[src/rtl/nfsa_pkg.sv]
package nfsa_pkg;

	localparam int unsigned SLOTS     = 8;
	localparam int unsigned MIN_SLOTS = 1;
	localparam int unsigned IDX_W     = 3;
	localparam int unsigned CNT_W     = 4;

	localparam logic [CNT_W-1:0] SLOT_LIMIT = CNT_W'(SLOTS);
	localparam logic [CNT_W-1:0] MIN_LIMIT  = CNT_W'(MIN_SLOTS);

	typedef enum logic [2:0] {
		KIND_RESTART    = 3'd0,
		KIND_INSERT     = 3'd1,
		KIND_REMOVE_IDX = 3'd2,
		KIND_REMOVE_CUR = 3'd3,
		KIND_SELECT     = 3'd4,
		KIND_READ       = 3'd5
	} kind_t;

	typedef enum logic [1:0] {
		STAT_DONE  = 2'd0,
		STAT_FULL  = 2'd1,
		STAT_RANGE = 2'd2
	} status_t;

	typedef enum logic [2:0] {
		S_IDLE,
		S_EXEC,
		S_PROBE,
		S_CHECK,
		S_OUT
	} state_t;

	typedef enum logic [0:0] {
		REG_ACTIVE_SLOTS = 1'b0
	} reg_idx_t;

endpackage

[src/rtl/next_fit_slot_allocator.sv]
// Restart, remove, select, read and a refused insert go from execute straight to output;
// an insert probes k = 1..active_slots slots, each a read then a check, before output.
// One beat in flight: the next beat is taken only once the previous one has gone through
// execute, each probe (read, check) and output, which waits for a free result register.
// Reset (arst_n low): table empty, count and both pointers zero, active_slots = 8.
// No clearing pass: valid bits clear at reset; restart clears the active ones but slot 0.
module next_fit_slot_allocator (
	input  logic        clk,
	input  logic        arst_n,
	// input stream
	input  logic        s_tvalid,
	output logic        s_tready,
	input  logic [47:0] s_tdata,   // item_id[31:0], usage[39:32], slot_index[42:40], zero pad
	input  logic [2:0]  s_tuser,   // kind[2:0]
	// result stream
	output logic        m_tvalid,
	input  logic        m_tready,
	output logic [47:0] m_tdata,   // result_slot[2:0], entry_id[34:3], entry_usage[42:35],
	                               // occupied_count[46:43], full_res[47]
	output logic [1:0]  m_tuser,   // status[1:0]
	// configuration port
	input  logic        psel,
	input  logic        penable,
	input  logic        pwrite,
	input  logic [2:0]  paddr,
	input  logic [31:0] pwdata,
	output logic [31:0] prdata,
	output logic        pready
);

	localparam int unsigned IW = nfsa_pkg::IDX_W;
	localparam int unsigned CW = nfsa_pkg::CNT_W;

	nfsa_pkg::state_t state_q, state_d;

	// latched input beat
	logic [2:0]    kind_q;
	logic [31:0]   id_q;
	logic [7:0]    use_q;
	logic [IW-1:0] idx_q;

	// allocator state
	logic [CW-1:0]               count_q;
	logic [IW-1:0]               cur_q;
	logic [IW-1:0]               ptr_q;
	logic [CW-1:0]               active_q;
	logic [nfsa_pkg::SLOTS-1:0]  vld_q;
	logic [1:0]                  status_q;

	// probe sequencer
	logic [CW-1:0] p_q;
	logic [CW-1:0] iter_q;
	logic [CW-1:0] p_eff;

	// slot table
	logic [31:0] mem_id  [nfsa_pkg::SLOTS];
	logic [7:0]  mem_use [nfsa_pkg::SLOTS];
	logic [31:0] rd_id_q;
	logic [7:0]  rd_use_q;
	logic        rd_vld_q;

	logic          rd_en;
	logic [IW-1:0] raddr;
	logic          mem_we;
	logic [IW-1:0] waddr;
	logic          probe_hit;
	logic          probe_last;
	logic          out_free;
	logic          in_beat;
	logic          cfg_we;
	logic [3:0]    cfg_val;
	logic [CW-1:0] cfg_clamped;
	logic [IW-1:0] rm_target;
	logic          idx_ok;
	logic          rm_ok;
	logic [nfsa_pkg::SLOTS-1:0] low_mask;
	logic [31:0]   res_id;
	logic [7:0]    res_use;

	assign in_beat    = s_tvalid && s_tready;
	assign out_free   = !m_tvalid || m_tready;
	assign p_eff      = (p_q >= active_q) ? '0 : p_q;
	assign probe_hit  = !rd_vld_q || (rd_id_q == 32'd0);
	assign probe_last = (iter_q == (active_q - CW'(1)));
	assign idx_ok     = ({1'b0, idx_q} < active_q);
	assign rm_target  = (kind_q == nfsa_pkg::KIND_REMOVE_IDX) ? idx_q : cur_q;
	assign rm_ok      = ({1'b0, rm_target} < active_q);

	always_comb begin
		for (int i = 0; i < nfsa_pkg::SLOTS; i++) begin
			low_mask[i] = (CW'(i) < active_q);
		end
	end

	// configuration
	assign pready  = 1'b1;
	assign cfg_we  = psel && penable && pwrite && pready
		&& (paddr[2] == nfsa_pkg::REG_ACTIVE_SLOTS);
	assign cfg_val = pwdata[3:0];
	always_comb begin
		if (cfg_val < nfsa_pkg::MIN_LIMIT) begin
			cfg_clamped = nfsa_pkg::MIN_LIMIT;
		end else if (cfg_val > nfsa_pkg::SLOT_LIMIT) begin
			cfg_clamped = nfsa_pkg::SLOT_LIMIT;
		end else begin
			cfg_clamped = cfg_val;
		end
	end
	assign prdata = (paddr[2] == nfsa_pkg::REG_ACTIVE_SLOTS) ? {28'd0, active_q} : 32'd0;

	// next state
	always_comb begin
		state_d = state_q;
		case (state_q)
			nfsa_pkg::S_IDLE: begin
				if (s_tvalid) state_d = nfsa_pkg::S_EXEC;
			end
			nfsa_pkg::S_EXEC: begin
				if (kind_q == nfsa_pkg::KIND_INSERT && count_q < active_q) begin
					state_d = nfsa_pkg::S_PROBE;
				end else begin
					state_d = nfsa_pkg::S_OUT;
				end
			end
			nfsa_pkg::S_PROBE: state_d = nfsa_pkg::S_CHECK;
			nfsa_pkg::S_CHECK: begin
				if (probe_hit || probe_last) state_d = nfsa_pkg::S_OUT;
				else state_d = nfsa_pkg::S_PROBE;
			end
			nfsa_pkg::S_OUT: begin
				if (out_free) state_d = nfsa_pkg::S_IDLE;
			end
			default: state_d = nfsa_pkg::S_IDLE;
		endcase
	end

	// sequencer outputs
	always_comb begin
		s_tready = 1'b0;
		rd_en    = 1'b0;
		raddr    = idx_q;
		mem_we   = 1'b0;
		waddr    = ptr_q;
		case (state_q)
			nfsa_pkg::S_IDLE: s_tready = 1'b1;
			nfsa_pkg::S_EXEC: begin
				rd_en = (kind_q == nfsa_pkg::KIND_READ);
				if (kind_q == nfsa_pkg::KIND_RESTART) begin
					mem_we = 1'b1;
					waddr  = '0;
				end
			end
			nfsa_pkg::S_PROBE: begin
				rd_en = 1'b1;
				raddr = p_eff[IW-1:0];
			end
			nfsa_pkg::S_CHECK: begin
				// empty slot found: write there; none left: overwrite at the insert pointer
				if (probe_hit) begin
					mem_we = 1'b1;
					waddr  = p_q[IW-1:0];
				end else if (probe_last) begin
					mem_we = 1'b1;
					waddr  = ptr_q;
				end
			end
			default: ;
		endcase
	end

	// slot table: one write port, one registered read port
	always_ff @(posedge clk) begin
		if (mem_we) begin
			mem_id[waddr]  <= id_q;
			mem_use[waddr] <= use_q;
		end
		if (rd_en) begin
			rd_id_q  <= mem_id[raddr];
			rd_use_q <= mem_use[raddr];
		end
	end

	always_ff @(posedge clk or negedge arst_n) begin
		if (!arst_n) begin
			rd_vld_q <= 1'b0;
		end else if (rd_en) begin
			rd_vld_q <= vld_q[raddr];
		end
	end

	// input latch
	always_ff @(posedge clk) begin
		if (in_beat) begin
			kind_q <= s_tuser;
			id_q   <= s_tdata[31:0];
			use_q  <= s_tdata[39:32];
			idx_q  <= s_tdata[42:40];
		end
	end

	// control state
	always_ff @(posedge clk or negedge arst_n) begin
		if (!arst_n) begin
			state_q  <= nfsa_pkg::S_IDLE;
			count_q  <= '0;
			cur_q    <= '0;
			ptr_q    <= '0;
			active_q <= nfsa_pkg::SLOT_LIMIT;
			vld_q    <= '0;
			status_q <= nfsa_pkg::STAT_DONE;
			p_q      <= '0;
			iter_q   <= '0;
		end else begin
			state_q <= state_d;
			if (cfg_we) active_q <= cfg_clamped;
			case (state_q)
				nfsa_pkg::S_EXEC: begin
					status_q <= nfsa_pkg::STAT_DONE;
					case (kind_q)
						nfsa_pkg::KIND_RESTART: begin
							vld_q   <= (vld_q & ~low_mask) | nfsa_pkg::SLOTS'(1);
							count_q <= (id_q != 32'd0) ? CW'(1) : '0;
							cur_q   <= '0;
							ptr_q   <= '0;
						end
						nfsa_pkg::KIND_INSERT: begin
							if (count_q < active_q) begin
								count_q <= count_q + CW'(1);
								p_q     <= {1'b0, ptr_q} + CW'(1);
								iter_q  <= '0;
							end else begin
								status_q <= nfsa_pkg::STAT_FULL;
							end
						end
						nfsa_pkg::KIND_REMOVE_IDX, nfsa_pkg::KIND_REMOVE_CUR: begin
							if (!rm_ok) begin
								status_q <= nfsa_pkg::STAT_RANGE;
							end else if (count_q != '0) begin
								count_q          <= count_q - CW'(1);
								vld_q[rm_target] <= 1'b0;
							end
						end
						nfsa_pkg::KIND_SELECT: begin
							if (idx_ok) cur_q <= idx_q;
							else status_q <= nfsa_pkg::STAT_RANGE;
						end
						nfsa_pkg::KIND_READ: begin
							if (!idx_ok) status_q <= nfsa_pkg::STAT_RANGE;
						end
						default: ;
					endcase
				end
				nfsa_pkg::S_PROBE: begin
					p_q <= p_eff;
				end
				nfsa_pkg::S_CHECK: begin
					if (probe_hit) begin
						ptr_q <= p_q[IW-1:0];
						cur_q <= p_q[IW-1:0];
					end else if (probe_last) begin
						cur_q <= ptr_q;
					end else begin
						iter_q <= iter_q + CW'(1);
						p_q    <= p_q + CW'(1);
					end
					if (mem_we) vld_q[waddr] <= 1'b1;
				end
				default: ;
			endcase
		end
	end

	// result register
	assign res_id  = (kind_q == nfsa_pkg::KIND_READ && status_q == nfsa_pkg::STAT_DONE
		&& rd_vld_q) ? rd_id_q : 32'd0;
	assign res_use = (kind_q == nfsa_pkg::KIND_READ && status_q == nfsa_pkg::STAT_DONE
		&& rd_vld_q) ? rd_use_q : 8'd0;

	always_ff @(posedge clk or negedge arst_n) begin
		if (!arst_n) begin
			m_tvalid <= 1'b0;
		end else if (state_q == nfsa_pkg::S_OUT && out_free) begin
			m_tvalid <= 1'b1;
		end else if (m_tready) begin
			m_tvalid <= 1'b0;
		end
	end

	always_ff @(posedge clk) begin
		if (state_q == nfsa_pkg::S_OUT && out_free) begin
			m_tuser <= status_q;
			m_tdata <= {(count_q == active_q), count_q, res_use, res_id, cur_q};
		end
	end

	// checks
	a_count_bound: assert property (@(posedge clk) disable iff (!arst_n)
		count_q <= nfsa_pkg::SLOT_LIMIT)
		else $error("occupied count above table size");

	a_active_range: assert property (@(posedge clk) disable iff (!arst_n)
		(active_q >= nfsa_pkg::MIN_LIMIT) && (active_q <= nfsa_pkg::SLOT_LIMIT))
		else $error("slot limit outside clamp range");

	a_probe_bound: assert property (@(posedge clk) disable iff (!arst_n)
		(state_q == nfsa_pkg::S_PROBE || state_q == nfsa_pkg::S_CHECK) |-> iter_q < active_q)
		else $error("probe ran past the slot limit");

	a_insert_current: assert property (@(posedge clk) disable iff (!arst_n)
		(state_q == nfsa_pkg::S_CHECK && mem_we) |=> (cur_q == ptr_q) && vld_q[cur_q])
		else $error("inserted slot not current or not marked valid");

	a_one_in_flight: assert property (@(posedge clk) disable iff (!arst_n)
		in_beat |=> state_q == nfsa_pkg::S_EXEC && !s_tready)
		else $error("input beat not taken into execution");

endmodule

[config.mk]
export PLATFORM = sky130hd
export DESIGN_NAME = next_fit_slot_allocator
export DESIGN_NICKNAME = d
export VERILOG_FILES = /design/src/rtl/nfsa_pkg.sv /design/src/rtl/next_fit_slot_allocator.sv
export SDC_FILE = /design/constraint.sdc
export NUM_CORES = 1
export LEC_CHECK = 0
export ABC_AREA = 1
export BUFFER_PORTS_ARGS = -buffer_cell sky130_fd_sc_hd__buf_2
export CORE_MARGIN = 5
export CORE_UTILIZATION = 53
export CTS_CLUSTER_DIAMETER = 60
export DETAILED_ROUTE_END_ITERATION = 10
export PLACE_DENSITY_LB_ADDON = 0.1
export SYNTH_ARGS = -nofsm -noshare
export SYNTH_HDL_FRONTEND = slang
export SYNTH_SLANG_ARGS = --single-unit
[constraint.sdc]
create_clock -name clk -period 9.2 [get_ports clk]
set_clock_uncertainty 0.1 [all_clocks]
set_input_delay 1.38 -clock clk [delete_from_list [all_inputs] [get_ports clk]]
set_output_delay 1.38 -clock clk [all_outputs]
set_load 0.005 [all_outputs]
Word-level counts from Yosys, hierarchy flattened
Memories as Yosys holds them, arrays and structs flattened. A register that Yosys moved wholly into a read port is not among the register bits.
Index checks and enable logic that the tools add are counted.
W data, S select, Z words.
{"block": "totals", "out_inout_bits": 85, "ff_bits": 133, "mem_bits_rw": 320, "elab_cells": 173, "n_memories": 2}
{"block": "op_classes", "muxes": 59, "add_sub_neg": 6, "magnitude_cmp": 19, "reduce_logical": 34, "bitwise": 6, "n_eq_ne": 28}
{"name": "mem_id", "words": 8, "word_bits": 32, "rd": 1, "rd_clocked_by_memory_dff": 1, "wr": 1, "line": "next_fit_slot_allocator.sv:56", "text": "logic [31:0] mem_id [nfsa_pkg::SLOTS];"}
{"name": "mem_use", "words": 8, "word_bits": 8, "rd": 1, "rd_clocked_by_memory_dff": 1, "wr": 1, "line": "next_fit_slot_allocator.sv:57", "text": "logic [7:0] mem_use [nfsa_pkg::SLOTS];"}
{"op": "$mux W4", "n": 15}
{"op": "$mux W3", "n": 11}
{"op": "$logic_not A32 Y1", "n": 1}
{"op": "$pmux W8 S2", "n": 2}
{"op": "$reduce_bool A32 Y1", "n": 1}
{"op": "$mux W8", "n": 3}
{"op": "$pmux W4 S3", "n": 2}
{"op": "$ne A2 B2 Y1 const B", "n": 10}
{"op": "$reduce_and A5 Y1", "n": 4}
{"op": "$pmux W3 S2", "n": 3}
{"op": "$and A8 B8 Y8", "n": 2}
{"op": "$lt A3 B4 Y1 const A", "n": 4}
{"op": "$not A8 Y8", "n": 2}
{"op": "$pmux W3 S5", "n": 1}
{"op": "$mux W1", "n": 13}
{"op": "$add A4 B1 Y4 const B", "n": 3}
{"op": "$eq A3 B2 Y1 const B", "n": 4}
{"op": "$lt A3 B4 Y1 const B", "n": 3}
{"op": "$ne A3 B3 Y1 const B", "n": 4}
{"op": "$logic_and A1 B1 Y1", "n": 10}
{"op": "$eq A3 B3 Y1 const B", "n": 3}
{"op": "$eq A4 B4 Y1", "n": 2}
{"op": "$lt A1 B4 Y1 const A", "n": 2}
{"op": "$lt A2 B4 Y1 const A", "n": 2}
{"op": "30 further kinds", "n": 45}

Logic depth before layout (Yosys ltp)
{"block": "depth", "word_depth": 12, "depth_mapped": 17, "mapped_depth_nobuf": 17}

Worst setup path after synthesis
No wires, ideal clock.
{"block": "synth_timing", "path_type": "input port to flip-flop", "from": "in m_tready", "to": "reg m_tdata[0], enable pin", "stages": 2, "required_ns": 8.642, "path_slack_ns": 5.118, "arrival_ns": 3.525, "path_cell_list": "nor2_1 -> nor2_1"}
{"block": "synth_between", "elab_chain_cells": 2}
{"element": "start: declaration", "line": "next_fit_slot_allocator.sv:17", "text": "input logic m_tready,"}
{"element": "$logic_or A1 B1 Y1", "line": "next_fit_slot_allocator.sv:81", "text": "assign out_free = !m_tvalid || m_tready;"}
{"element": "$logic_and A1 B1 Y1", "line": "next_fit_slot_allocator.sv:290", "text": "if (state_q == nfsa_pkg::S_OUT && out_free) begin"}
{"element": "end signal: assignment", "line": "next_fit_slot_allocator.sv:292", "text": "m_tdata <= {(count_q == active_q), count_q, res_use, res_id, cur_q};"}
{"element": "end: declaration", "line": "next_fit_slot_allocator.sv:18", "text": "output logic [47:0] m_tdata,"}
Every way passes these cells.
A chain may end at the register's enable or synchronous reset.

Worst setup path after layout
{"block": "layout_timing", "from": "reg active_q[3]", "to": "reg rd_id_q[31], read port of mem_id (data pin)"}
{"block": "layout_between", "elab_chain_cells": 3}
{"element": "start: declaration", "line": "next_fit_slot_allocator.sv:46", "text": "logic [CW-1:0] active_q;"}
{"element": "start signal: assignment", "line": "next_fit_slot_allocator.sv:208", "text": "active_q <= nfsa_pkg::SLOT_LIMIT;"}
{"element": "start signal: assignment", "line": "next_fit_slot_allocator.sv:215", "text": "if (cfg_we) active_q <= cfg_clamped;"}
{"element": "$ge A4 B4 Y1", "line": "next_fit_slot_allocator.sv:82", "text": "assign p_eff = (p_q >= active_q) ? '0 : p_q;"}
{"element": "$mux W4", "line": "next_fit_slot_allocator.sv:82"}
{"element": "$mux W3", "line": "next_fit_slot_allocator.sv:144", "text": "case (state_q)"}
{"element": "end: declaration", "line": "next_fit_slot_allocator.sv:58", "text": "logic [31:0] rd_id_q;"}
Every way passes these cells. The select of a mux whose other input is x is not followed.

==> flow_metrics.tcl <==
set metrics [dict create \
    status "completed" \
    worst-setup-path-type "reg -> reg" \
    drive_above_1_share 0.128 \
    syn_area_per_cell_um2 12.4 \
    synth-warning-count 0 \
    hold_viol 0 \
    dpl_worst_slack_ns 4.97 \
    cts.sink_count 493 \
    multi_input_area_um2 4600 \
    finalCriticalPeriod_ns 4.28 \
    crit_fanout 160 \
    netlist_area_um2 20000 \
    final_util 0.600 \
    post-dp-hpwl_mm 24.4 \
    cp.required_ns 9.42 \
    h-tree-depth 2 \
    grt_max_degree 161 \
    antenna_found_initial 1 \
    place_area_um2 21000 \
    die_x_um 204 \
    r2r_slack_ns 4.92 \
    synth.area.top_cells "edfxtp_1 68%, nor2_1 5.2%, dfrtp_1 4.5%" \
    yosys.cell_types.count 47 \
    grt_pass1_wl_mm 68.3 \
    clk_pin_slew_ns 0.06 \
    grt_pass1_vias 11900 \
    worstMarginPinSlew_ns 1.29 \
    synth.top_cell.area_share 0.684 \
    relSlewSlack 0.141 \
    crit_chain "clkinv_1, ha_1, a21oi_1, nand4_4, o21ai_4, inv_6, o21ai_0, o22ai_1, nand2_1, nand2_1" \
    stdcell_area_um2 22500 \
    grt_util_all_layers 0.212 \
    drt_first_pass_iters 5 \
    routedWlPerCell_um 19.5 \
    p_int_mw 4.49 \
    netlist_top_cells_count "456 x edfxtp_1, 279 x nor2_1, 222 x nand2_1" \
    switching_share 0.333 \
    p_switching_mw 2.25 \
    timing.critical_path.to_type "flip-flop" \
    drc 0 \
    clock.fmax_mhz 234 \
    start_kind "flip-flop" \
    std_cell_rows 71 \
    setup-violations-final 0 \
    setup_slack_ns 4.92 \
    ioPinCount 178 \
    portBuffers 113 \
    place.gp.congestion 0.877 \
    power_frac_clock 0.279 \
    dieArea_um2 41700 \
    worst-path-buf-inv 2 \
    power.total_mw 6.74 \
    cts_resized 0 \
    cts_tree "done" \
    ir_drop_uv 213 \
    comb_power_share 0.260 \
    n_antenna_cell 0 \
    cts_made_buffers 51 \
    synthCells 1613 \
    fin_crit_sh 0.465 \
    viasPerCell 5.42 \
    ys_ff_latch 493 \
    setup_tns_ns 0 \
    wirelength_mm 44.4 \
    synth_most_common_cell "edfxtp_1" \
    ys_async_sr_fraction 0.0751 \
    powerDensity_nw_per_um2 300 \
    crit_top_cell "nand2_1" \
    maxSlewViolCount 0 \
    seq_power_share 0.461 \
    die_y_um 204 \
    register_area_um2 14600 \
    start_util 0.534 \
    syn_to_final_growth_pct 12.5 \
    cp_slowest_cell "o21ai_4" \
    core_area_um2 37500 \
    cts_hold_buf 0 \
    cts_setup_buffers 0 \
    drv_cap 0 \
    critical_path.max_stage_delay_ns 0.70 \
    drt_iter0_markers 927 \
    synth-edff-count 456 \
    cts-root-buf "clkbuf_16" \
    insertion_delay_ns 0.58 \
    grt_setup_unrepaired "false" \
    nNetsFinal 1843 \
    arrival_ns 4.50 \
    synth_top_flop_cell "edfxtp_1" \
    p_leak_nw 8.30 \
    ant_nets 0 \
    fill_cells 3050 \
    overflow 0 \
    cpLargestDelayFamily "compound AO/OA/AOI/OAI gates" \
    vias 12400 \
    yosysSeqAreaShare 0.731 \
    clk_path_buf_depth 3 \
    hold_path_class "reg -> reg" \
    synth_top_cell_by_area "edfxtp_1" \
]
worst register-to-register path, cell delays in order, from the launching register on:
cell,delay [ns]
dfstp_2,0.59
clkinv_1,0.32
ha_1,0.45
a21oi_1,0.25
nand4_4,0.19
o21ai_4,0.70
inv_6,0.54
o21ai_0,0.64
o22ai_1,0.12
nand2_1,0.08
nand2_1,0.05
path summary, 6_finish.rpt:
path	startpoint	end	cells after the start
max in group asynchronous	arst_n	ptr_q[1]	1
min	status_q[1]	m_tuser[1]	0
max	active_q[3]	rd_id_q[31]	10
min in group asynchronous	arst_n	iter_q[0]	1
max reg2reg	active_q[3]	rd_id_q[31]	10
min reg2reg	status_q[1]	m_tuser[1]	0
kinds of logic (layout without fill, tap and decap cells):
family                   count (synthesis)  after routing  share of synthesized area
AND/OR/NAND/NOR                        560            560                      0.112
flip-flops                             493            493                      0.731
AO/OA/AOI/OAI                          316            316                     0.0891
buffers and inverters                  210            338                     0.0496
adder cells (fa/ha/maj)                 21             21                     0.0135
XOR/XNOR                                11             11                    0.00481
other                                    2             29                   0.000375
metal layers:
layer / vias up / GRT usage / part of all wire
met5: - / 0 / 0.00029
met4: 2 / 0.0639 / 0.023
met3: 81 / 0.0370 / 0.061
met2: 362 / 0.347 / 0.48
met1: 6038 / 0.296 / 0.44
li1: 5873 / - / -
flip-flops by register name, indices dropped and copies added (netlist names), 8 cells and up:
name	flops
mem_use	64
use_q	8
vld_q	8
id_q	32
rd_use_q	8
rd_id_q	32
mem_id	256
m_tdata	48
power groups by stage:
stage               logic (mW)  registers [mW]  clock network (mW)
floorplan                 1.26            3.09                   0
global placement          1.72            3.15                   0
detailed placement        1.76            3.16                   0
CTS                       1.76            3.11                1.92
global route              1.98            3.15                2.01
finish                    1.75            3.11                1.88
metrics by stage:
step / hold slack [ns] / instances
CTS: 0.387 / 2279
floorplan: 0.342 / 1640
global route: 0.410 / 2279
finish: 0.386 / 2279
detailed placement: 0.373 / 2187
global placement: 0.367 / 2187
placed cells by master, fill, tap and decap left out, types with 31 or more instances in the layout:
cell type,n
o21ai_0,135
o21ai_1,49
inv_1,109
clkbuf_16,51
buf_2,113
edfxtp_1,456
nand2_1,221
dfrtp_1,36
nand3_1,31
nor2_1,270
o22ai_1,83
area by class of cell:
type                       count  area share
clock buffer                  69      0.0597
inverter                     115      0.0195
tap                          511      0.0284
timing repair buffer         131      0.0311
clock inverter                23     0.00734
sequential                   493       0.650
multi-input combinational    937       0.204
Note: power is estimated with default switching activity, not from simulation.
